<file path="config.mk">
export PLATFORM = sky130hd
export DESIGN_NAME = tbpf_ram
export DESIGN_NICKNAME = d
export VERILOG_FILES = /design/src/rtl/tbpf_ram.sv
export SDC_FILE = /design/constraint.sdc
export NUM_CORES = 2
export LEC_CHECK = 0
export ABC_AREA = 1
export BUFFER_PORTS_ARGS = -buffer_cell sky130_fd_sc_hd__buf_2
export CAP_MARGIN = 20
export CELL_PAD_IN_SITES_DETAIL_PLACEMENT = 1
export CELL_PAD_IN_SITES_GLOBAL_PLACEMENT = 1
export CORE_ASPECT_RATIO = 2
export CORE_MARGIN = 8
export CORE_UTILIZATION = 30
export DETAILED_ROUTE_END_ITERATION = 10
export PLACE_DENSITY = 0.52
export SKIP_CTS_REPAIR_TIMING = 1
export SLEW_MARGIN = 20
export SYNTH_ARGS = -nofsm -noshare
export SYNTH_HDL_FRONTEND = slang
export SYNTH_SLANG_ARGS = --single-unit
</file>
<file path="constraint.sdc">
create_clock -name clk -period 2.1 [get_ports clk]
set_clock_uncertainty 0.15 [all_clocks]
set_input_delay 0.42 -clock clk [delete_from_list [all_inputs] [get_ports clk]]
set_output_delay 0.42 -clock clk [all_outputs]
set_load 0.02 [all_outputs]
</file>
<file path="src/rtl/tbpf_ram.sv">
module tbpf_ram #(
  parameter int WIDTH = 8,
  parameter int DEPTH = 256
) (
  input  logic                     clk,
  input  logic                     we,
  input  logic [$clog2(DEPTH)-1:0] waddr,
  input  logic [WIDTH-1:0]         wdata,
  input  logic                     re,
  input  logic [$clog2(DEPTH)-1:0] raddr,
  output logic [WIDTH-1:0]         rdata
);

  logic [WIDTH-1:0] mem [DEPTH];

  // A read in the same cycle as a write to the same entry returns the old data.
  always_ff @(posedge clk) begin
    if (we) begin
      mem[waddr] <= wdata;
    end
    if (re) begin
      rdata <= mem[raddr];
    end
  end

endmodule

</file>
* Yosys cells after proc, flatten, opt, wreduce, memory -nomap -nowiden *
Memories as Yosys holds them, arrays and structs flattened. A register that Yosys moved wholly into a read port is not among the register bits.
Cells that the tools add are included.

operators by class
  mux-type cells = 2

operator list
  kind               count
  two-way mux 1 bit  2

word-level totals
  register bits = 0
  memory bits (writable) = 2048
  memories = 1
  input bits = 27
  output and inout bits = 8
  logic and storage cells = 3

memory list
  memory  words  bits a word  read ports  clocked after memory_dff  wr ports  line  text
  mem     256    8            1           1                         1         14    logic [WIDTH-1:0] mem [DEPTH];

* Longest topological paths before layout *
  depth after elaboration = 2
  gate-level depth with buffers = 15
  gate-level depth less buffers = 11

* Worst setup path after synthesis *
No wires, ideal clock.

  kind = input port to flip-flop
  start point = input we
  end point = memory mem[162][0] (enable)
  arrival time = 1541 ps
  setup slack = 39 ps
  cell stages on the path = 4
  data required time = 1580 ps
  setup time = 370 ps
  path through = clkbuf_1 nand3_1 clkbuf_1 nor2_1

on the way
  word-level cells in the longest chain between the ends = 2

ends and longest elaborated chain
  item                                     line  text
  start: declaration                       6     input logic we,
  two-way mux 1 bit                        18    if (we) begin
  two-way mux 1 bit (not written as such)  19    mem[waddr] <= wdata;
  end: declaration                         14

Every way passes these cells.

* Worst setup path after layout *
  start point = register rdata[3] (read register of mem)
  end point = output rdata[3]

RTL lines
  item                line  text
  start: declaration  11    output logic [WIDTH-1:0] rdata

No word-level cell between the ends.

==> impl_metrics.env <==
export IMPL_wl_per_cell_um=25.0
export IMPL_synth_xor_area_share_pct=0
export IMPL_track_usage_pct=18.7
export IMPL_path_delay_family="flip-flops"
export IMPL_seq_area_frac_synth_pct=74.0
export IMPL_violations="negative setup slack"
export IMPL_io_pins=35
export IMPL_yosys_area_share_simple_pct=22.9
export IMPL_rsz0062_at_grt="true"
export IMPL_hold_class="primary input to flop"
export IMPL_p_clk_share_pct=40.7
export IMPL_drt_total_wl_um=285000
export IMPL_p_int_mw=67.2
export IMPL_hpwl_um=188000
export IMPL_pre_cts_slack_ns=-1.16
export IMPL_ir_drop_v=0.000761
export IMPL_synthDistinctLibCells=13
export IMPL_combinationalPowerShare_pct=7.7
export IMPL_cts_reportedPaths_clkPinSlew_ns=0.06
export IMPL_worstPathMaxFanout=1
export IMPL_grt_max_degree=70
export IMPL_drc=0
export IMPL_p_sw_mw=20.5
export IMPL_final_core_util_pct=36.6
export IMPL_hold_viol_final=0
export IMPL_powerDensity_nw_per_um2=862
export IMPL_critical_path_arrival_ns=1.65
export IMPL_synth_area_top_cells="edfxtp_1, nand3_1, nand2_1"
export IMPL_synth_cells=7003
export IMPL_ys_seq_elements=2056
export IMPL_grt_pass1_vias=58500
export IMPL_outcome="finished, violations left"
export IMPL_slowest_delay_ns=0.55
export IMPL_overflow=0
export IMPL_required_ns=1.53
export IMPL_leakagePower_nw=36.3
export IMPL_cts_made_buffers=204
export IMPL_yosys_area_top_type_share_pct=74.0
export IMPL_seqPwrFrac_pct=51.6
export IMPL_async_flop_share_pct=0
export IMPL_cts_root_buf="clkbuf_16"
export IMPL_synth_avg_cell_area_sq_um=11.9
export IMPL_max_slew_margin_rel_pct=40.9
export IMPL_cts_tree="yes"
export IMPL_rows=274
export IMPL_synth_top_family_by_area="simple AND/OR/NAND/NOR gates"
export IMPL_place_gp_congestion=0.813
export IMPL_synth_enable_flop_cells=2056
export IMPL_cp_buffers_inverters=1
export IMPL_period_share_pct=106
export IMPL_cp_slowest_cell="edfxtp_1"
export IMPL_synth_nets=7030
export IMPL_nets=7666
export IMPL_synth_fa_ha_area_share_pct=0
export IMPL_final_max_slew_viol_count=0
export IMPL_dpl_cell_area_sq_um=94900
export IMPL_cp_end_kind="primary output"
export IMPL_synth_cells_most_frequent="nand2_1, edfxtp_1, nand3_1"
export IMPL_io_buffer_count=34
export IMPL_grt_pass1_wl_um=413000
export IMPL_clk_latency_ns=0.89
export IMPL_setup_viol=6
export IMPL_synthMuxAreaShare_pct=0
export IMPL_fillCellCount=29700
export IMPL_synth_warnings=0
export IMPL_ant_nets=0
export IMPL_die_area_sq_um=296000
export IMPL_postLayoutSetupSlackWorst_ns=-0.117
export IMPL_post_route_min_period_ns=2.22
export IMPL_dr_pass1_iters=5
export IMPL_detail_route_iter0_violations=3884
export IMPL_coreArea_sq_um=278000
export IMPL_regArea_sq_um=61700
export IMPL_synthToLayoutAreaGrowth_pct=21.9
export IMPL_worst_pin_slew_ns=0.886
export IMPL_multi_input_area_sq_um=19500
export IMPL_synth_compound_area_share_pct=0
export IMPL_cts_htree_levels=4
export IMPL_startpoint_type="flop"
export IMPL_die_w_um=389
export IMPL_antenna_found_initial=9
export IMPL_drv_cap=0
export IMPL_yosysMostFrequentCell="nand2_1"
export IMPL_synth_flop_cell="edfxtp_1"
export IMPL_final_cell_area_sq_um=102000
export IMPL_worstSetupPathType="flop to primary output"
export IMPL_dieHeight_um=762
export IMPL_viasPerCell=4.96
export IMPL_synth_area_sq_um=83500
export IMPL_cts_buffer_depth=4
export IMPL_synth_top_cell_by_area="edfxtp_1"
export IMPL_crit_chain="buf_6"
export IMPL_drive_gt1_share_pct=15.9
export IMPL_vias=56500
export IMPL_initial_utilization_pct=30.1
export IMPL_fmax_mhz=451
export IMPL_cts_sinks=2056
export IMPL_swShare_pct=23.4
## final cells by class
class | count | share of cell area, %
Sequential cell | 2056 | 60.7
Multi-Input combinational cell | 4425 | 19.1
Timing Repair Buffer | 912 | 9.39
Clock buffer | 255 | 5.29
Tap cell | 3588 | 4.41
Clock inverter | 107 | 0.866
Inverter | 39 | 0.194
Timing Repair inverter | 1 | 0.0111
Antenna cell | 1 | 0.00246
## cell usage in the layout, fill, tap and decap left out
cell type         n
buf_12          204
dlygate4sd3_1    10
clkinv_8          2
clkbuf_16       209
inv_8             3
nand2_2          19
nand2_1        2102
inv_6             3
clkinv_16         1
nand3_1        1974
diode_2           1
nand2_4           2
clkinv_4          2
buf_6            10
clkinv_1         50
nor2_1          283
buf_4           660
clkinvlp_4       10
buf_8            10
inv_1            34
inv_2             1
buf_2            15
buf_16            2
nand3_4           8
clkbuf_1         47
clkinv_2         27
edfxtp_1       2056
nand3_2          37
bufinv_16        14
## layer usage
layer / vias to the layer above / GRT usage (%) / routed length [um]
li1: 26200 / - / -
met1: 28900 / 24.8 / 125000
met2: 1061 / 32.4 / 141000
met3: 359 / 1.84 / 10100
met4: 0 / 5.46 / 8620
met5: - / 0 / 0
## power groups by stage
stage	logic, mW	registers (mW)	clock network, mW
2_1_floorplan	2.79	46.2	0
3_3_place_gp	6.71	46.2	0
3_5_place_dp	6.73	46.2	0
4_1_cts	6.75	45.3	36.7
5_1_grt	7.27	45.3	37.9
6_report	6.75	45.3	35.7
## logic make-up after synthesis
logic type             Yosys count
DFF                           2056
buffers and inverters          522
and+or+nand+nor               4425
## final timing paths
kind	start	to	slack, ns	cells past startpoint
max reg2reg	mem[147][3]	rdata[3]	0.05	10
max	rdata[3]	rdata[3]	-0.12	1
min reg2reg	mem[192][7]	rdata[7]	0.97	10
min	we	mem[182][1]	0.23	5
## flip-flops by register name (all words and copies together), names as in the netlist
name / cells
mem: 2048
rdata: 8
## per-stage QoR
stage	hold WS, ns	std cells	power [mW]	TNS, ns
2_1_floorplan	0.369	7003	49.0	0
3_3_place_gp	0.654	11000	52.9	-122.93
3_5_place_dp	0.653	11000	52.9	-146.18
4_1_cts	-0.312	11400	88.7	-2.60
5_1_grt	0.232	11400	90.4	-0.653
6_report	0.232	11400	87.7	-0.374
Power figures use the tool's default switching activity.
