==> src/rtl/tbpf_pkg.sv <==
package tbpf_pkg;

  // Video memory geometry. The tile map window 0x9800..0x9fff lands on the
  // top 2 KiB of the 13-bit address space; tile rows are byte pairs at an
  // even address, so the bit planes split into an even and an odd bank.
  localparam int VRAM_BYTES      = 8192;
  localparam int VRAM_AW         = $clog2(VRAM_BYTES);
  localparam int MAP_DEPTH       = 2048;
  localparam int MAP_AW          = $clog2(MAP_DEPTH);
  localparam int PLANE_DEPTH     = VRAM_BYTES / 2;
  localparam int PLANE_AW        = $clog2(PLANE_DEPTH);
  localparam int SCREEN_WIDTH_DEF = 160;

  localparam int IN_TDATA_W  = 40;
  localparam int OUT_TDATA_W = 24;
  localparam int CFG_AW      = 5;
  localparam int CFG_DW      = 32;

  // Item kind carried on in_tuser.
  localparam logic ACT_WRITE  = 1'b0;
  localparam logic ACT_RENDER = 1'b1;

  // Register indexes (byte address 4 * index).
  typedef enum logic [2:0] {
    REG_SCROLL_X     = 3'd0,
    REG_SCROLL_Y     = 3'd1,
    REG_BG_PALETTE   = 3'd2,
    REG_MAP_SEL      = 3'd3,
    REG_TILE_DATA_SEL = 3'd4
  } reg_idx_t;

  typedef struct packed {
    logic [7:0] scroll_x;
    logic [7:0] scroll_y;
    logic [7:0] bg_palette;
    logic       map_select;
    logic       tile_data_select;
  } cfg_t;

endpackage

==> src/rtl/tbpf_cfg_regs.sv <==
module tbpf_cfg_regs (
  input  logic                        clk,
  input  logic                        rst_n,
  input  logic                        psel,
  input  logic                        penable,
  input  logic                        pwrite,
  input  logic [tbpf_pkg::CFG_AW-1:0] paddr,
  input  logic [tbpf_pkg::CFG_DW-1:0] pwdata,
  output logic [tbpf_pkg::CFG_DW-1:0] prdata,
  output tbpf_pkg::cfg_t              cfg
);

  import tbpf_pkg::*;

  logic [7:0] scroll_x_r;
  logic [7:0] scroll_y_r;
  logic [7:0] bg_palette_r;
  logic       map_select_r;
  logic       tile_data_select_r;
  reg_idx_t   idx;
  logic       wr_en;

  assign idx   = reg_idx_t'(paddr[CFG_AW-1:2]);
  assign wr_en = psel && penable && pwrite;

  always_ff @(posedge clk) begin
    if (!rst_n) begin
      scroll_x_r         <= '0;
      scroll_y_r         <= '0;
      bg_palette_r       <= '0;
      map_select_r       <= 1'b0;
      tile_data_select_r <= 1'b0;
    end else if (wr_en) begin
      unique case (idx)
        REG_SCROLL_X:      scroll_x_r         <= pwdata[7:0];
        REG_SCROLL_Y:      scroll_y_r         <= pwdata[7:0];
        REG_BG_PALETTE:    bg_palette_r       <= pwdata[7:0];
        REG_MAP_SEL:       map_select_r       <= pwdata[0];
        REG_TILE_DATA_SEL: tile_data_select_r <= pwdata[0];
        default: ;
      endcase
    end
  end

  always_comb begin
    unique case (idx)
      REG_SCROLL_X:      prdata = {{(CFG_DW-8){1'b0}}, scroll_x_r};
      REG_SCROLL_Y:      prdata = {{(CFG_DW-8){1'b0}}, scroll_y_r};
      REG_BG_PALETTE:    prdata = {{(CFG_DW-8){1'b0}}, bg_palette_r};
      REG_MAP_SEL:       prdata = {{(CFG_DW-1){1'b0}}, map_select_r};
      REG_TILE_DATA_SEL: prdata = {{(CFG_DW-1){1'b0}}, tile_data_select_r};
      default:           prdata = '0;
    endcase
  end

  assign cfg.scroll_x         = scroll_x_r;
  assign cfg.scroll_y         = scroll_y_r;
  assign cfg.bg_palette       = bg_palette_r;
  assign cfg.map_select       = map_select_r;
  assign cfg.tile_data_select = tile_data_select_r;

endmodule

==> config.mk <==
export PLATFORM = sky130hd
export DESIGN_NAME = tbpf_cfg_regs
export DESIGN_NICKNAME = d
export VERILOG_FILES = /design/src/rtl/tbpf_pkg.sv /design/src/rtl/tbpf_cfg_regs.sv
export SDC_FILE = /design/constraint.sdc
export NUM_CORES = 1
export LEC_CHECK = 0
export CAP_MARGIN = 25
export CORE_MARGIN = 3
export CORE_UTILIZATION = 50
export DETAILED_ROUTE_END_ITERATION = 7
export DONT_BUFFER_PORTS = 1
export PLACE_DENSITY_LB_ADDON = 0.2
export SYNTH_ARGS = -nofsm -noshare
export SYNTH_HDL_FRONTEND = slang
export SYNTH_SLANG_ARGS = --single-unit
export TNS_END_PERCENT = 30
==> constraint.sdc <==
create_clock -name clk -period 2.6 [get_ports clk]
set_input_delay 0.26 -clock clk [delete_from_list [all_inputs] [get_ports clk]]
set_output_delay 0.26 -clock clk [all_outputs]
set_load 0.1 [all_outputs]
# Yosys cells after proc, flatten, opt, wreduce, memory -nomap -nowiden
# Cells that the tools add are included.
classes:
  bitwise_logic: 0
  order_cmp: 0
  n_addsub: 0
  mux: 1
  div_mod_pow: 0
  eq_ne: 4
  shift: 0
  n_mul: 0
  n_reduce_logical: 8
op_table:
  columns: ["op", "n"]
  rows:
  - ["one-hot mux 8 bit (5 select lines)", 1]
  - ["AND reduction 2 bit", 5]
  - ["== test 3 x 2 -> 1 bit (second input constant)", 2]
  - ["== test 3 x 1 -> 1 bit (second input constant)", 1]
  - ["== test 3 bit (second input constant)", 1]
  - ["zero test 3 bit", 1]
  - ["logical AND 1 bit", 2]
word_totals:
  out_inout_bits: 58
  memories: 0
  mem_bits_rw: 0
  latch_bits: 0
  inputBits: 42
  rom_bits: 0
  ff_bits: 26
  elab_cells: 18

# Depth between registers and ports, before layout
# Gate-level depths: netlist of the first run.
depth:
  ltp_word: 3
  ltp_mapped: 5
  ltp_nobuf: 3

# Worst setup path after synthesis of the first run
# OpenSTA, ideal clock, no wires.
synth_path:
  path_kind: "register to output"
  start: "register scroll_y_r[0]"
  end: "output port prdata[0] (netlist bit)"
  arrival_time_ns: 2.797
  path_buffers: 0
  stages_incl_launch_ff: 4
  setup_slack_ns: -0.457
  t_required_ns: 2.340
  cell_sequence: "dfxtp_1 -> mux2i_1 -> o21a_1 -> o22ai_1"
synth_via:
  elab_chain_len: 1
synth_lines:
  columns: ["item", "line_no", "text"]
  rows:
  - ["start: declaration", "tbpf_cfg_regs.sv:16", "logic [7:0] scroll_y_r;"]
  - ["start signal: assignment", "tbpf_cfg_regs.sv:36", "REG_SCROLL_Y: scroll_y_r <= pwdata[7:0];"]
  - ["one-hot mux 8 bit (5 select lines)", "tbpf_cfg_regs.sv:46", "unique case (idx)"]
  - ["end: declaration", "tbpf_cfg_regs.sv:9", "output logic [tbpf_pkg::CFG_DW-1:0] prdata,"]
# Every way passes these cells.

# Worst setup path in the final report of the first run
layout_path:
  start: "register scroll_x_r[4]"
  end: "output port prdata[4] (netlist bit)"
layout_via:
  elab_chain_len: 1
layout_lines:
  columns: ["item", "line_no", "text"]
  rows:
  - ["start: declaration", "tbpf_cfg_regs.sv:15", "logic [7:0] scroll_x_r;"]
  - ["start signal: assignment", "tbpf_cfg_regs.sv:35", "REG_SCROLL_X: scroll_x_r <= pwdata[7:0];"]
  - ["one-hot mux 8 bit (5 select lines)", "tbpf_cfg_regs.sv:46", null]
# Every way passes these cells.

==> impl_metrics.ini, run 1 <==
[synth]
synth_enable_flop_cells = 0
postSynthCellCount = 161
mean_area_per_synthesized_cell_sq_um = 8.945
synthesis.area_sq_um = 1440
synth-compound-area-share_pct = 6.864
synth_mux_area_share_pct = 22.94
ys_seq_area_share_pct = 36.14
post_synth_xor_area_fraction_pct = 0
asr_flop_ratio_synth_pct = 0
area_share_of_the_largest_cell_type_after_synthesis_pct = 36.14
yosys-top-cells-area = dfxtp_1 (36%), mux2i_1 (23%), buf_4 (14%)
postSynthRegisterBits = 26
synth_flop_cell = dfxtp_1
yosysWarnings = 0
combinational_family_with_the_most_area_after_synthesis = multiplexers
post-synth-top-count-cell = nand2_1
synth_simple_gate_area_share_pct = 16.16
synth.largest_area_cell = dfxtp_1
cell_types_with_the_highest_counts_after_synthesis = nand2_1 (35), mux2i_1 (33), buf_4 (26), dfxtp_1 (26), a2bb2oi_1 (8)
ys_types = 21
synth_adder_area_share_pct = 0

[worst_setup_path]
critPathArrivalTime_ns = 1.64
critical_path_class = reg -> out
worstRegToRegCells = 3
worst_setup_path_start_kind = register
end_kind = output pin
reg2reg_from = scroll_x_r[4]
worst-path-max-fanout = 3
rr_endpoint = scroll_x_r[4]
critical_path_required_ns = 2.34
regToRegSetupSlack_ns = 1.64

[final_layout]
syn_to_final_growth_pct = 14.08
number_of_nets_in_the_layout = 228
antenna_cells = 0
fraction_of_layout_cells_with_a_size_suffix_above_1_pct = 27.03

[floorplan]
dieHeight_microns = 59.67
io-pin-count = 100
chipWidth_microns = 59.67
floorplan.initialDensity_pct = 55.12
design.core.area_sq_um = 2613
floorplan.die_area_sq_um = 3561
fp-row-count = 18

[placed_design]
place.detailed.hpwl_microns = 2320
port-buffer-count = 0
place.gp.congestion = 0.7118
place_ws_ns = 1.001

[global_routing]
grt_use_total_pct = 18.66
gr-total-overflow = 0
largest_net_degree_at_the_start_of_global_routing = 35
via_count_of_the_first_global_routing_pass = 1122
first_pass_grt_wire_length_microns = 5023
grt_antenna_before_repair = 0

[power_and_ir_drop]
power.combinational.fraction_pct = 25.7
clockPowerShare_pct = 25.3
sequentialPowerShare_pct = 49.0
static-leakage-power_nw = 0.7691
cell_area_power_density_nw_per_um2 = 499.7
switchingPower_mw = 0.3140
internal_power_mw = 0.5069
max-vdd-ir-drop_mv = 0.4962
switching_share_of_power_pct = 38.25

[min_path]
min-delay-path-class = in -> reg
worstHoldEndpoint = bg_palette_r[2]
timing.hold.worst_path_depth = 2
holdCritStartpoint = rst_n

[timing]
layout_worst_path_cycle_share_pct = 72.97
final-hold-violation-count = 0
slew_viol_final = 0
fin_crit_ns = 1.897
relative_slew_margins_pct = 39.88
fmax_mhz = 527.1
setup_violations = 0
worst_clock_skew_ns = 0
postLayoutSetupSlackWorst_ns = 0.7028
rsz0062_at_grt = no
fin_setup_tns_ns = 0
worstMarginPinSlew_ns = 0.8979

[clock_tree]
clock_tree.htree_level_count = 1
cts.path.max_buffers = 2
tritoncts.num_buffers = 3
insertion_delay_ns = 0.32
postCtsSetupBuffers = 0
ctsResizeCount = 0
cts.root.buffer_cell = clkbuf_4
tritoncts = built
clkTransAtPathRegs_ns = 0.14
cts.sinks = 26
postCtsHoldBufs = 0

[routing]
vias = 1101
vias_per_cell = 5.121
wl_microns = 3173
first_iter_violations = 10
detail_route.wl_per_cell_microns = 14.76
drt_pre_antenna_iters = 4
routed_antenna_nets = 0
remaining_drc_errors = 0

[run_status]
outcome = complete, no violations

[job]
cap_viol_max_count = 0
[placed cells by master (no fill, tap or decap)]
cell       count
o211ai_1       1
conb_1        24
nor3b_2        2
o22ai_2        1
nor2b_1        3
o21a_1         1
clkbuf_8       1
nand2_1       35
or3_1          1
dfxtp_1       26
clkbuf_4       3
nor2_2         7
o31ai_1        1
nand4b_4       1
nand4_1        1
a2bb2oi_1      8
nand3_1        1
buf_4         35
mux2i_1       33
[sequential cells by signal, indices dropped and copies added, names as in the netlist]
signal / cells
scroll_y_r: 8
bg_palette_r: 8
scroll_x_r: 8
tile_data_select_r: 1
map_select_r: 1
[power by group through the flow]
| stage | clock network (mW) | registers, mW | logic, mW |
|---|---|---|---|
| 6_report | 0.208 | 0.402 | 0.211 |
| 5_1_grt | 0.235 | 0.403 | 0.217 |
| 4_1_cts | 0.215 | 0.403 | 0.210 |
| 3_5_place_dp | 0 | 0.411 | 0.210 |
| 3_3_place_gp | 0 | 0.411 | 0.209 |
| 2_1_floorplan | 0 | 0.432 | 0.224 |
[stage by stage]
stage               util, %  cells  total power, mW  area [sq um]  hold WS, ns
floorplan                 -    184           0.6552          1535       0.4431
global placement      61.49    211           0.6201          1607       0.4109
detailed placement    61.49    211           0.6214          1607       0.4196
CTS                   62.88    215           0.8282          1643      0.05193
global route          62.88    215           0.8545          1643      0.05258
finish                62.88    215           0.8209          1643      0.06167
[worst max-delay path by stage]
stage                              from       endpoint  cells after the start  slack [ns]
after global routing      scroll_y_r[5]      prdata[5]                      5        0.58
after floorplan           scroll_y_r[2]      prdata[2]                      3       -0.22
final                     scroll_x_r[4]      prdata[4]                      5        0.70
after global placement         paddr[4]  scroll_y_r[7]                      3        1.04
after CTS                 scroll_x_r[1]      prdata[1]                      5        0.69
after detailed placement       paddr[4]  scroll_y_r[4]                      3        1.00
[kinds of logic after synthesis]
kind of cell | count (synthesis)
simple gates | 51
buf+inv | 38
mux | 33
flops | 26
compound gates | 12
other cells | 1
[worst max-delay path, stage by stage (launching register included)]
cell       delay (ns)
dfxtp_1          0.34
buf_4            0.30
mux2i_1          0.12
a2bb2oi_1        0.15
nor2_2           0.10
buf_4            0.29
[final cells by class]
cell class | instances | area [sq um]
Tap cell | 30 | 37.54
Timing Repair Buffer | 35 | 262.8
Multi-Input combinational cell | 120 | 785.8
Sequential cell | 26 | 520.5
Fill cell | 242 | 969.7
Clock buffer | 4 | 36.28
[routing by layer]
| layer | GRT usage (%) | part of all wire [%] |
|---|---|---|
| met1 | 22.80 | 41 |
| met2 | 31.48 | 49 |
| met3 | 5.400 | 9.1 |
| met4 | 5.696 | 1.1 |
| met5 | 0 | 0 |
Note: power is estimated with default switching activity, not from simulation.
==> run 2: changes to the inputs <==
==> constraint.sdc (replaced) <==
create_clock -name clk -period 1.9 [get_ports clk]
set_input_delay 0.19 -clock clk [delete_from_list [all_inputs] [get_ports clk]]
set_output_delay 0.19 -clock clk [all_outputs]
set_load 0.1 [all_outputs]
==> run 2 against run 1 <==
Flip-flop and latch count did not move. Largest cell class unchanged. Highest routed layer unchanged. First-iteration DRC count grew 50%. Final cell count rose by 1.4%. Worst hold slack got worse by 0.056 ns. Die area unchanged. Sequential power grew 37%. Global-route usage is 2.6 points higher. Design area increased by 11%. Power rose by 33%. Combinational power up 43%. Critical endpoint is now prdata[0].
==> impl_metrics.ini, run 2 (synthesis results as in run 1) <==
[run_status]
outcome = complete, no violations

[placed_design]
port-buffer-count = 0
place.detailed.hpwl_microns = 2559
place.gp.congestion = 0.7431
dp_cells = 213

[timing]
layout_worst_path_cycle_share_pct = 78.75
relative_slew_margins_pct = 60.24
worstMarginPinSlew_ns = 0.5952
fmax_mhz = 668.3
fin_crit_ns = 1.496
final-hold-violation-count = 0
fin_setup_tns_ns = 0
slew_viol_final = 0
rsz0062_at_grt = no
worst_clock_skew_ns = 0
setup_violations = 0

[worst_setup_path]
cpPeakStageDelay_ns = 0.35
critical_path_class = reg -> out
startpoint = scroll_y_r[0]
end_kind = output pin
slowest_stage = dfxtp_2
path_delay_family = compound AO/OA/AOI/OAI gates
critical_path_required_ns = 1.71
worst_setup_path_start_kind = register
critPathArrivalTime_ns = 1.31
crit_chain = mux2i_1 > o21a_1 > o22ai_4 > buf_12
cp.buffers_inverters = 1
reg2reg_from = scroll_x_r[2]
worst-path-max-fanout = 2

[clock_tree]
cts.path.max_buffers = 2
insertion_delay_ns = 0.32
clock_tree.htree_level_count = 1
postCtsSetupBuffers = 0
tritoncts.num_buffers = 3
cts.sinks = 26
clkTransAtPathRegs_ns = 0.14
tritoncts = built
ctsResizeCount = 0
postCtsHoldBufs = 1
cts.root.buffer_cell = clkbuf_4

[min_path]
min-delay-path-class = in -> reg
holdCritStartpoint = rst_n

[final_layout]
fill_cells = 211
layout.cells.most_common_list = nand2_1 (35), mux2i_1 (33), buf_4 (29)
number_of_nets_in_the_layout = 232
layout.cells.most_common = nand2_1
final_cell_count_no_fill = 218
antenna_cells = 0
top_regs = bg_palette_r: 8 flops, scroll_x_r: 8 flops, scroll_y_r: 8 flops
syn_to_final_growth_pct = 26.32
fraction_of_layout_cells_with_a_size_suffix_above_1_pct = 32.45

[power_and_ir_drop]
cell_area_power_density_nw_per_um2 = 599.9
static-leakage-power_nw = 0.8087
power.combinational.fraction_pct = 27.5
clockPowerShare_pct = 21.9
max-vdd-ir-drop_mv = 0.5053
switchingPower_mw = 0.4350
switching_share_of_power_pct = 39.86
sequentialPowerShare_pct = 50.5
internal_power_mw = 0.6563

[job]
cap_viol_max_count = 0

[routing]
remaining_drc_errors = 0
routed_antenna_nets = 0
first_iter_violations = 15
vias_per_cell = 5.261
wl_microns = 3638
vias = 1147
drt_pre_antenna_iters = 4
detail_route.wl_per_cell_microns = 16.69

[global_routing]
via_count_of_the_first_global_routing_pass = 1151
first_pass_grt_wire_length_microns = 5671
largest_net_degree_at_the_start_of_global_routing = 29
gr-total-overflow = 0
grt_antenna_before_repair = 0
grt_use_total_pct = 21.25

[floorplan]
design.core.area_sq_um = 2613
io-pin-count = 100
floorplan.initialDensity_pct = 55.12
floorplan.die_area_sq_um = 3561
fp-row-count = 18
chipWidth_microns = 59.67
dieHeight_microns = 59.67
[run 2: cell count changes in the layout (fill, tap and decap cells not counted), sizes merged]
cell / before / now
dlygate4sd3: 0 / 2
clkbuf: 4 / 3
buf: 35 / 37
[run 2: worst paths after layout]
check                           depth (start not counted)            end  slack [ns]
worst max register to register                          3  scroll_x_r[2]        0.87
worst min-delay path                                    2  scroll_x_r[1]       0.005
worst max-delay path                                    4      prdata[0]        0.40
worst min register to register                          3  scroll_y_r[1]        0.74
[run 2: layout make-up]
cell class / count / area, sq um / area share, %
timing repair buffer: 39 / 397.9 / 21.87
sequential: 26 / 533.0 / 29.30
clock buffer: 3 / 22.52 / 1.238
multi-input combinational: 120 / 828.3 / 45.53
tap: 30 / 37.54 / 2.063
[run 2: through the flow]
| step | hold WS, ns | util (%) | power (mW) | cell area (sq um) | worst slack (ns) |
|---|---|---|---|---|---|
| 4_1_cts | 0.004002 | 69.25 | 1.083 | 1809 | 0.3764 |
| 2_1_floorplan | 0.3656 | - | 0.9027 | 1605 | -0.1037 |
| 3_3_place_gp | 0.3340 | 68.01 | 0.8523 | 1777 | 0.5473 |
| 6_report | 0.005399 | 69.64 | 1.091 | 1819 | 0.4037 |
| 5_1_grt | 0.0003017 | 69.64 | 1.134 | 1819 | 0.3033 |
| 3_5_place_dp | 0.3384 | 68.01 | 0.8547 | 1777 | 0.5113 |
[run 2: power by group through the flow]
stage	combinational, mW	sequential, mW	clock (mW)
final	0.301	0.551	0.239
after global routing	0.309	0.552	0.273
after CTS	0.295	0.551	0.236
after detailed placement	0.291	0.563	0
after global placement	0.289	0.563	0
after floorplan	0.312	0.591	0
[run 2: per-layer routing]
metal | vias up | track usage [%] | wire length (microns)
met3 | 5 | 4.752 | 323
met4 | 0 | 5.696 | 40
met2 | 51 | 38.12 | 1863
met5 | - | 0 | 0
li1 | 544 | - | -
met1 | 547 | 25.17 | 1412
