File: src/rtl/tbpf_pixel_out.sv
module tbpf_pixel_out (
  input  logic       clk,
  input  logic       rst_n,
  input  logic       in_valid,
  output logic       load,
  input  logic [7:0] plane_lo,
  input  logic [7:0] plane_hi,
  input  logic [2:0] fine_x,
  input  logic [7:0] bg_palette,
  input  logic [7:0] x_in,
  input  logic [7:0] line_in,
  output logic       out_valid,
  input  logic       out_ready,
  output logic [1:0] shade,
  output logic [7:0] out_x,
  output logic [7:0] out_line
);

  logic       valid_r;
  logic [1:0] shade_r;
  logic [7:0] x_r;
  logic [7:0] line_r;
  logic [2:0] bit_sel;
  logic [1:0] pix;
  logic [7:0] pal_shift;
  logic [1:0] shade_nxt;

  // Leftmost pixel is bit 7 of each plane.
  assign bit_sel   = ~fine_x;
  assign pix       = {plane_hi[bit_sel], plane_lo[bit_sel]};
  assign pal_shift = bg_palette >> {pix, 1'b0};
  assign shade_nxt = pal_shift[1:0];

  assign load = !valid_r || out_ready;

  always_ff @(posedge clk) begin
    if (!rst_n) begin
      valid_r <= 1'b0;
    end else if (load) begin
      valid_r <= in_valid;
    end
  end

  always_ff @(posedge clk) begin
    if (load && in_valid) begin
      shade_r <= shade_nxt;
      x_r     <= x_in;
      line_r  <= line_in;
    end
  end

  assign out_valid = valid_r;
  assign shade     = shade_r;
  assign out_x     = x_r;
  assign out_line  = line_r;

endmodule

File: config.mk
export PLATFORM = sky130hd
export DESIGN_NAME = tbpf_pixel_out
export DESIGN_NICKNAME = d
export VERILOG_FILES = /design/src/rtl/tbpf_pixel_out.sv
export SDC_FILE = /design/constraint.sdc
export NUM_CORES = 1
export LEC_CHECK = 0
export CORE_UTILIZATION = 40
export CTS_CLUSTER_SIZE = 25
export DETAILED_ROUTE_END_ITERATION = 12
export DONT_BUFFER_PORTS = 1
export GPL_TIMING_DRIVEN = 0
export SLEW_MARGIN = 10
export SYNTH_ARGS = -nofsm -noshare
export SYNTH_HDL_FRONTEND = slang
export SYNTH_SLANG_ARGS = --single-unit
File: constraint.sdc
create_clock -name clk -period 2.81 [get_ports clk]
set_input_delay 0.281 -clock clk [delete_from_list [all_inputs] [get_ports clk]]
set_output_delay 0.281 -clock clk [all_outputs]
set_load 0.01 [all_outputs]
---- After elaboration in Yosys (flattened, before gate mapping) ----
Index checks and enable logic that the tools add are counted.
operators by class
  bitwise operators ....................... 1
  multiplexer cells ....................... 4
  shift-type cells ........................ 1
  order comparisons ....................... 1
  reduce and logical (&&, ||, !) cells .... 3
operators by type and width
  operator              number
  $shr A8 B3 Y2         1
  $bmux W1 S3           2
  $lt A3 B4 Y1 const B  1
  $not A3 Y3            1
  $mux W1               2
  $logic_and A1 B1 Y1   1
  $logic_not A1 Y1      1
  $logic_or A1 B1 Y1    1
word-level totals
  input port bits ......................... 47
  flip-flop bits (word level) ............. 19
  logic and storage cells ................. 14

---- Depth between registers and ports, before layout ----
Gate-level depths: netlist of the first run.
  depth in word-level cells ............... 4
  depth in mapped cells ................... 4

---- Worst setup path before layout of the first run ----
Ideal clock, no wire load.
  path kind ............................... input-to-reg
  from .................................... input fine_x[1]
  to ...................................... register shade_r[0] (netlist: shade[0]), data pin
  setup slack ............................. 1.194 ns
  arrival time ............................ 1.350 ns
  stages on the path ...................... 4
  setup time .............................. 0.266 ns
  data required time ...................... 2.544 ns
  cell sequence ........................... mux4_1 > mux2i_4 > mux2i_1 > mux2i_1
on the way
  longest elaborated chain between the ends .. 4
  elaborated cells between the ends (all ways) .. 6
  those cells by class .................... shift: 1; mux: 4; bitwise: 1
RTL lines
  element                        RTL line  text
  start, declared                8         input logic [2:0] fine_x,
  $not A3 Y3 *                   29        assign bit_sel = ~fine_x;
  $bmux W1 S3                    30        assign pix = {plane_hi[bit_sel], plane_lo[bit_sel]};
  $mux W1 (not written as such)  30
  $shr A8 B3 Y2 *                31        assign pal_shift = bg_palette >> {pix, 1'b0};
  net pal_shift[0]               25        logic [7:0] pal_shift;
  end signal, assigned           46        shade_r <= shade_nxt;
  end, declared                  20        logic [1:0] shade_r;
Mark *: on every way through the listed nets, which the timed path passes. The rest lies on a longest branch. The select of a mux whose other input is x is not followed.
A chain may end at the register's enable or synchronous reset.

---- Final worst setup path of the first run ----
  from .................................... register valid_r (netlist: out_valid)
  to ...................................... register x_r[3] (netlist: out_x[3]) (enable)
on the way
  longest elaborated chain between the ends .. 3
RTL lines
  element                 RTL line  text
  start, declared         19        logic valid_r;
  start signal, assigned  40        valid_r <= in_valid;
  $logic_not A1 Y1        34        assign load = !valid_r || out_ready;
  $logic_or A1 B1 Y1      34
  net load                5         output logic load,
  $logic_and A1 B1 Y1     45        if (load && in_valid) begin
  end signal, assigned    47        x_r <= x_in;
  end, declared           21        logic [7:0] x_r;
The timed path passes the listed nets, and every way through them passes these cells.

==> reports/qor.csv, run 1 <==
metric,value,unit
die_w,46.22,µm
syn-num-nets,82,
cp_slowest_cell,sky130_fd_sc_hd__and2_1,
vdd_drop_max,0.2110,mV
gpl.final_weighted_congestion,0.6406,
yosys.area_share.adder,0,%
fin_clk_skew,2.506,ps
core,1783,µm²
cts_made_buffers,3,
finalHoldViolations,0,
setup_viol,0,
route.detailed.drc,0,
initial_antenna_violation_count,0,
grt_overflow,0,
final_max_slew_viol_count,0,
filler_cell_count,150,
synthXorXnorAreaFrac,0,%
via_per_inst,5.875,
ff2ff_path_depth,2,
ys.warnings.count,0,
fraction_of_the_yosys_area_taken_by_sequential_cells,71.68,%
unrepaired_setup_endpoints_after_global_routing,no,
crit-reg2reg-capture,out_x[3],
cts_setup_buffers,0,
path_cells,nand2b_1 -> and2_1,
yosys_register_bits,19,
cp.required,2730,ps
critPathMaxStageDelay,630,ps
synth_top_cell_by_area,sky130_fd_sc_hd__edfxtp_1,
layout_cells_sized_above_1,10.26,%
static-leakage-power,0.2979,nW
wl_per_cell,18.13,µm
synth-compound-area-share,0.9600,%
cts_root_buf,sky130_fd_sc_hd__clkbuf_4,
timing.max_slew.rel_slack,51.50,%
post-synth-top-area-fraction,69.12,%
drt_pre_antenna_iters,4,
placement_rows,15,
post_synth_inst_count,35,
floorplan.io_pins,67,
area_added_between_synthesis_and_finish,7.360,%
critPathCapture,out_x[3],
layout_min_cycle_time,1513,ps
floorplan.die_area,2136,µm²
post_synth_and_or_nand_nor_area_fraction,1.600,%
finalCritPeriodShare,53.84,%
first_pass_grt_wire_length,1.580,mm
htree_levels,1,
worst_r2r_startpoint,out_valid,
via_count_of_the_first_global_routing_pass,401,
average_instance_area_after_synthesis,22.34,µm²
dominant_combinational_cell_family_by_area_after_synthesis,multiplexers,
grtUsageTotal,11.58,%
tritoncts,built,
timing.critical_path.from_type,flip-flop,
r2r_slack,1300,ps
timing.critical_path.fanout_max,18,
wirelength,1.160,mm
vias,376,
worst-slew-pin-transition,727.6,ps
synthTopCellsByArea,"sky130_fd_sc_hd__edfxtp_1 (69%), sky130_fd_sc_hd__mux4_1 (13%), sky130_fd_sc_hd__mux2i_1 (9.0%)",
clock.fmax,0.6610,GHz
hold_buffers,0,
endpoint_kind,flip-flop,
drtAntennaViolNets,0,
hold_slack,91.53,ps
clk_pin_slew,90,ps
worst_setup_path_startpoint,out_valid,
cts.sinks,19,
yosys-mux-area-fraction,25.28,%
timing.setup.critical_path_class,flip-flop to flip-flop,
yosysUniqueCellTypes,9,
syn-cell-area,782.0,µm²
chipHeight,46.22,µm
starting_density_of_the_core,43.86,%
post_cts_resize_count,0,
maximum_clock_path_buffer_count,2,
power_density,612.4,nW/µm²
clock_insertion_delay_worst_skew,280,ps
min-delay-path-class,input port to flip-flop,
final_net_count,87,
final.setup.tns,0,ps
drtIter0Drc,10,
antenna-diode-count,0,
status,"finished, final reports clean",
io_buffer_count,0,
pin_count_of_the_biggest_net_entering_global_routing,19,
drv_cap,0,
critical_path_arrival,1430,ps
[worst min-delay path by stage]
stage                    start     endpoint  cells past startpoint  slack, ps
floorplan           line_in[0]  out_line[0]                      0        380
global placement       x_in[1]     out_x[1]                      0        380
detailed placement     x_in[4]     out_x[4]                      0        380
CTS                    x_in[4]     out_x[4]                      0         80
global route        line_in[7]  out_line[7]                      0         70
finish              line_in[7]  out_line[7]                      0         90
[sequential cells by signal (all words and copies together), names as in the netlist]
| signal | cells |
|---|---|
| out_x | 8 |
| out_line | 8 |
| shade | 2 |
| out_valid | 1 |
[power by group]
group	internal [mW]	switching [mW]
combinational	0.0221	0.0192
clock	0.0550	0.0695
sequential	0.333	0.0150
total	0.410	0.104
[metrics by stage]
step                      total power, mW  std cells  setup WS, ps  utilization [%]  cell area [µm²]
final                              0.5142         64          1297            47.09            839.6
after CTS                          0.5202         64          1285            47.09            839.6
after floorplan                    0.3894         35          1194                -            782.0
after detailed placement           0.3969         60          1052            45.61            813.3
after global placement             0.3934         60          1165            45.61            813.3
after global routing               0.5343         64          1188            47.09            839.6
[layer usage]
metal  vias to the layer above  GRT usage, %  routed length, µm
met1                       175         8.629                340
met5                         -             0                  0
met3                         4         5.882                117
met2                        40         20.28                665
met4                         0         11.18                 36
li1                        157             -                  -
[Yosys cell counts]
master,count
sky130_fd_sc_hd__a21boi_0,1
sky130_fd_sc_hd__and2_1,1
sky130_fd_sc_hd__dfxtp_1,1
sky130_fd_sc_hd__edfxtp_1,18
sky130_fd_sc_hd__inv_1,1
sky130_fd_sc_hd__mux2i_1,7
sky130_fd_sc_hd__mux2i_4,1
sky130_fd_sc_hd__mux4_1,4
sky130_fd_sc_hd__nand2b_1,1
[logic make-up after synthesis]
family          Yosys count
simple gates              2
mux                      12
compound gates            1
buf+inv                   1
flops                    19
[cells in the final DEF (no fill, tap or decap)]
master	count
sky130_fd_sc_hd__edfxtp_1	18
sky130_fd_sc_hd__mux2i_1	7
sky130_fd_sc_hd__dfxtp_1	1
sky130_fd_sc_hd__inv_1	1
sky130_fd_sc_hd__mux2i_4	1
sky130_fd_sc_hd__and2_1	1
sky130_fd_sc_hd__clkbuf_4	3
sky130_fd_sc_hd__a21boi_0	1
sky130_fd_sc_hd__clkbuf_1	1
sky130_fd_sc_hd__mux4_1	4
sky130_fd_sc_hd__nand2b_1	1
[area by class of cell]
class	count	area, µm²	area share, %
Sequential cell	19	560.5	66.77
Multi-Input combinational cell	15	217.7	25.93
Tap cell	25	31.28	3.726
Inverter	1	3.754	0.4471
Clock buffer	4	26.28	3.130
[worst max-delay path, delay by kind of cell (launching register included)]
family	cells	cell delay (ps)
flops	1	350
simple gates	2	800
Power figures use the tool's default switching activity.
==> inputs of run 2 (changes only) <==
clock period = 1.25 ns   (was 2.81 ns; I/O delays follow)
==> reports/qor.csv, run 2 (synthesis gave the netlist of run 1 again) <==
metric,value,unit,change
drv_cap,0,,unchanged
final_net_count,105,,was 87
layout_min_cycle_time,1170,ps,was 1513 ps
worst_r2r_startpoint,out_valid,,unchanged
most_used_cells_in_the_layout_excluding_fill_and_tap_cells,"sky130_fd_sc_hd__dlygate4sd3_1 (18), sky130_fd_sc_hd__edfxtp_1 (18), sky130_fd_sc_hd__mux2i_1 (7)",,"was sky130_fd_sc_hd__edfxtp_1 (18), sky130_fd_sc_hd__mux2i_1 (7), sky130_fd_sc_hd__mux4_1 (4)"
internal_power,0.9616,mW,was 0.4104 mW
area_added_between_synthesis_and_finish,29.76,%,was 7.360%
min_to,shade[1],,was out_line[7]
vdd_drop_max,0.5037,mV,was 0.2110 mV
grtUsageTotal,13.50,%,was 11.58%
first_pass_grt_wire_length,1.890,mm,was 1.580 mm
chipHeight,46.22,µm,unchanged
timing.critical_path.fanout_max,18,,unchanged
fin_clk_skew,0.9647,ps,was 2.506 ps
wl_per_cell,16.33,µm,was 18.13 µm
initial_antenna_violation_count,0,,unchanged
power.net_switching,0.2389,mW,was 0.1037 mW
hold_slack,132.0,ps,was 91.53 ps
placement_rows,15,,unchanged
timing.setup.critical_path_class,flip-flop to flip-flop,,unchanged
pin_count_of_the_biggest_net_entering_global_routing,19,,unchanged
setup_viol,0,,unchanged
power_density,1183,nW/µm²,was 612.4 nW/µm²
crit-reg2reg-capture,out_x[4],,was out_x[3]
static-leakage-power,0.3670,nW,was 0.2979 nW
fin_util,56.91,%,was 47.09%
unrepaired_setup_endpoints_after_global_routing,no,,unchanged
min-delay-path-class,input port to flip-flop,,unchanged
via_per_inst,5.488,,was 5.875
status,"finished, final reports clean",,unchanged
drtIter0Drc,2,,was 10
finalCritPeriodShare,93.63,%,was 53.84%
finalHoldViolations,0,,unchanged
htree_levels,1,,unchanged
clock.fmax,0.8544,GHz,was 0.6610 GHz
gpl.final_weighted_congestion,0.7143,,was 0.6406
worstHoldPathCells,2,,was 0
layout_cells_sized_above_1,12.28,%,was 10.26%
grt_overflow,0,,unchanged
antenna-diode-count,0,,unchanged
floorplan.io_pins,67,,unchanged
timing.max_slew.rel_slack,82.15,%,was 51.50%
filler_cell_count,160,,was 150
starting_density_of_the_core,43.86,%,unchanged
tritoncts,built,,unchanged
via_count_of_the_first_global_routing_pass,459,,was 401
wirelength,1.339,mm,was 1.160 mm
ff2ff_path_depth,2,,unchanged
cts_root_buf,sky130_fd_sc_hd__clkbuf_4,,unchanged
drt_pre_antenna_iters,3,,was 4
vias,450,,was 376
die_w,46.22,µm,unchanged
cp.required,1220,ps,was 2730 ps
power.clock.fraction,23.3,%,was 24.2%
maximum_clock_path_buffer_count,2,,unchanged
final.setup.tns,0,ps,unchanged
timing.critical_path.from_type,flip-flop,,unchanged
io_buffer_count,0,,unchanged
worst-slew-pin-transition,260.4,ps,was 727.6 ps
power_frac_comb,11.5,%,was 8.0%
final_max_slew_viol_count,0,,unchanged
swShare,19.90,%,was 20.18%
hold_start,bg_palette[7],,was line_in[7]
cts_setup_buffers,0,,unchanged
drtAntennaViolNets,0,,unchanged
clock_insertion_delay_worst_skew,270,ps,was 280 ps
floorplan.die_area,2136,µm²,unchanged
r2r_slack,80,ps,was 1300 ps
route.detailed.drc,0,,unchanged
clk_pin_slew,90,ps,about the same
core,1783,µm²,unchanged
part_of_the_power_in_registers,65.2,%,was 67.7%
cts.sinks,19,,unchanged
critical_path_arrival,1140,ps,was 1430 ps
endpoint_kind,flip-flop,,unchanged
cts_made_buffers,3,,unchanged
==> run 2: cell types whose count changed in the layout (fill, tap and decap cells not counted), sizes merged <==
cell	previous run	this run
dlygate4sd3	0	18
==> run 2: how the worst max path moves through the flow <==
| stage | from | to | slack, ps |
|---|---|---|---|
| floorplan | fine_x[1] | shade[0] | -140 |
| global placement | fine_x[1] | shade[1] | -180 |
| detailed placement | fine_x[1] | shade[0] | -240 |
| CTS | fine_x[1] | shade[0] | 60 |
| global route | out_valid | out_line[3] | 30 |
| finish | out_valid | out_x[4] | 80 |
==> run 2: area by class of cell <==
class | instances | area (µm²) | area share [%]
repair buffers | 18 | 180.2 | 17.76
multi-input cells | 15 | 212.7 | 20.96
clock buffers | 4 | 26.28 | 2.589
flip-flops and latches | 19 | 560.5 | 55.24
well taps | 25 | 31.28 | 3.083
inverters | 1 | 3.754 | 0.3699
==> run 2: worst max-delay path, cell delays in order, from the launching register on <==
cell                       delay, ps
sky130_fd_sc_hd__dfxtp_1         360
sky130_fd_sc_hd__nand2b_1        180
sky130_fd_sc_hd__and2_4          320
==> run 2: through the flow <==
stage / worst slack, ps / total power, mW / cell area (µm²) / cells
3_5_place_dp: -244.0 / 0.8916 / 807.0 / 60
5_1_grt: 25.76 / 1.245 / 1015 / 82
3_3_place_gp: -175.0 / 0.8871 / 807.0 / 60
4_1_cts: 63.07 / 1.211 / 1015 / 82
6_report: 79.59 / 1.200 / 1015 / 82
2_1_floorplan: -135.3 / 0.8766 / 775.7 / 35
==> run 2: per-layer routing <==
layer  track usage, %  up-vias  share of wire [%]
li1                 -      189                  -
met1            10.39      218                 29
met2            27.61       41                 61
met3            3.529        2                8.9
met4            8.824        0                1.4
met5                0        -                  0
==> run 2: what timing repair did <==
| item | CTS | global route |
|---|---|---|
| setup endpoints to repair | 18 | 0 |
| resized for setup | 1 | 0 |
| hold endpoints to repair | 17 | 0 |
| hold buffers | 18 | 0 |
==> run 2: power groups by stage <==
| stage | Combinational, mW | Sequential (mW) | Clock (mW) |
|---|---|---|---|
| 3_5_place_dp | 0.0930 | 0.799 | 0 |
| 2_1_floorplan | 0.0831 | 0.794 | 0 |
| 3_3_place_gp | 0.0891 | 0.798 | 0 |
| 4_1_cts | 0.139 | 0.783 | 0.289 |
| 6_report | 0.138 | 0.783 | 0.280 |
| 5_1_grt | 0.149 | 0.788 | 0.308 |
==> inputs of run 3 (changes only) <==
CORE_UTILIZATION = 45   (was 40)
==> reports/qor.csv, run 3 (synthesis gave the netlist of run 1 again) <==
metric,value,unit,change
cts_root_buf,sky130_fd_sc_hd__clkbuf_4,,unchanged
route.detailed.drc,6,,was 0
via_per_inst,6.082,,was 5.488
power.net_switching,0.2342,mW,was 0.2389 mW
drv_cap,0,,unchanged
instances_no_fill,73,,was 82
cts.sinks,19,,unchanged
fin_clk_skew,7.271,ps,was 0.9647 ps
floorplan.die_area,1908,µm²,was 2136 µm²
gpl.final_weighted_congestion,0.7087,,was 0.7143
worstHoldPathCells,2,,unchanged
io_buffer_count,0,,unchanged
placement_rows,14,,was 15
chipHeight,43.69,µm,was 46.22 µm
timing.critical_path.fanout_max,4,,was 18
wirelength,1.306,mm,was 1.339 mm
cp.required,1280,ps,was 1220 ps
drt_pre_antenna_iters,8,,was 3
final_max_slew_viol_count,0,,unchanged
core,1559,µm²,was 1783 µm²
area_added_between_synthesis_and_finish,28.32,%,was 29.76%
timing.setup.critical_path_class,input port to flip-flop,,was flip-flop to flip-flop
status,"finished, violations left",,"was finished, final reports clean"
filler_cell_count,104,,was 160
violations,DRC,,
critical_path_arrival,1200,ps,was 1140 ps
internal_power,0.9618,mW,was 0.9616 mW
part_of_the_power_in_registers,65.5,%,was 65.2%
timing.critical_path.from_type,input port,,was flip-flop
wl_per_cell,17.89,µm,was 16.33 µm
clock_insertion_delay_worst_skew,280,ps,was 270 ps
totalPowerFinal,1.196,mW,was 1.200 mW
ff2ff_path_depth,2,,unchanged
power_frac_comb,11.5,%,about the same
drtAntennaViolNets,0,,unchanged
cp.buffers_inverters,0,,unchanged
floorplan.io_pins,67,,unchanged
worst_path_dominant_cell_family,multiplexers,,was simple AND/OR/NAND/NOR gates
antenna-diode-count,0,,unchanged
cp_slowest_cell,sky130_fd_sc_hd__mux4_2,,was sky130_fd_sc_hd__dfxtp_1
hold_slack,149.6,ps,was 132.0 ps
endpoint_kind,flip-flop,,unchanged
tritoncts,built,,unchanged
unrepaired_setup_endpoints_after_global_routing,no,,unchanged
initial_antenna_violation_count,0,,unchanged
starting_density_of_the_core,50.16,%,was 43.86%
power.clock.fraction,23.0,%,was 23.3%
cts_setup_buffers,0,,unchanged
timing.critical_path.depth,4,,was 2
peak_usage_layer_in_the_global_routing_report,met2,,unchanged
most_used_cells_in_the_layout_excluding_fill_and_tap_cells,"sky130_fd_sc_hd__dlygate4sd3_1 (18), sky130_fd_sc_hd__edfxtp_1 (18), sky130_fd_sc_hd__mux2i_1 (7)",,unchanged
critPathMaxStageDelay,490,ps,was 360 ps
die_w,43.69,µm,was 46.22 µm
htree_levels,1,,unchanged
setup_viol,0,,unchanged
global_route.usage.met3,4.583,%,was 3.529%
finalHoldViolations,0,,unchanged
grt_overflow,0,,unchanged
pin_count_of_the_biggest_net_entering_global_routing,19,,unchanged
finalCritPeriodShare,93.55,%,was 93.63%
layout_cells_sized_above_1,12.28,%,unchanged
worst-slew-pin-transition,286.9,ps,was 260.4 ps
layout_min_cycle_time,1169,ps,was 1170 ps
clk_pin_slew,90,ps,about the same
clock.fmax,0.8552,GHz,was 0.8544 GHz
fin_util,64.37,%,was 56.91%
final_net_count,105,,unchanged
vdd_drop_max,0.4478,mV,was 0.5037 mV
min-delay-path-class,input port to flip-flop,,unchanged
drtIter0Drc,15,,was 2
static-leakage-power,0.3670,nW,unchanged
cts_made_buffers,3,,unchanged
cpMostUsedCell,sky130_fd_sc_hd__mux2i_1,,
swShare,19.58,%,was 19.90%
timing.max_slew.rel_slack,80.33,%,was 82.15%
via_count_of_the_first_global_routing_pass,467,,was 459
path_cells,mux4_2 -> mux2i_4 -> mux2i_1 -> mux2i_1,,was nand2b_1 -> and2_4
grtUsageMet1,13.17,%,was 10.39%
placedCellCount,51,,was 60
first_pass_grt_wire_length,1.842,mm,was 1.890 mm
final.setup.tns,0,ps,unchanged
grtUsageTotal,14.02,%,was 13.50%
use_met2,27.16,%,was 27.61%
vias,444,,was 450
power_density,1192,nW/µm²,was 1183 nW/µm²
maximum_clock_path_buffer_count,2,,unchanged
==> run 3: cell counts in the layout (fill, tap and decap cells not counted) <==
Identical to the previous run, type by type.
==> run 3: routing by layer <==
metal | vias to the layer above | share of wire [%]
met5 | - | 0
met4 | 0 | 0
met3 | 0 | 15
met2 | 51 | 53
met1 | 200 | 32
li1 | 193 | -
==> run 3: power by group through the flow <==
| stage | clock network, mW | registers, mW | logic (mW) |
|---|---|---|---|
| 4_1_cts | 0.290 | 0.783 | 0.139 |
| 5_1_grt | 0.308 | 0.787 | 0.149 |
| 2_1_floorplan | 0 | 0.794 | 0.0831 |
| 3_5_place_dp | 0 | 0.798 | 0.0928 |
| 6_report | 0.275 | 0.783 | 0.138 |
| 3_3_place_gp | 0 | 0.798 | 0.0887 |
==> run 3: what timing repair did <==
action / in CTS / in global routing
setup endpoints to repair: 18 / 0
hold buffers: 18 / 0
endpoints found under the hold margin: 17 / 0
gates resized for setup: 1 / 0
==> run 3: stage by stage <==
stage                     setup WS (ps)  instance area, µm²
final                             80.63                1003
after global routing              42.34                1003
after CTS                         75.42                1003
after detailed placement         -238.3               795.8
after global placement           -174.3               795.8
after floorplan                  -135.3               775.7
==> run 3: area by class of cell <==
class | count | area, µm² | area share [%]
Multi-Input combinational cell | 15 | 212.7 | 21.20
Tap cell | 16 | 20.02 | 1.995
Timing Repair Buffer | 18 | 180.2 | 17.96
Inverter | 1 | 3.754 | 0.3741
Clock buffer | 4 | 26.28 | 2.618
Sequential cell | 19 | 560.5 | 55.86
==> run 3: path summary, 6_finish.rpt <==
path / startpoint / slack [ps] / to
worst min register to register: out_valid / 670 / out_valid
worst max-delay path: fine_x[1] / 80 / shade[0]
worst min-delay path: bg_palette[7] / 150 / shade[1]
worst max register to register: out_valid / 100 / out_x[4]
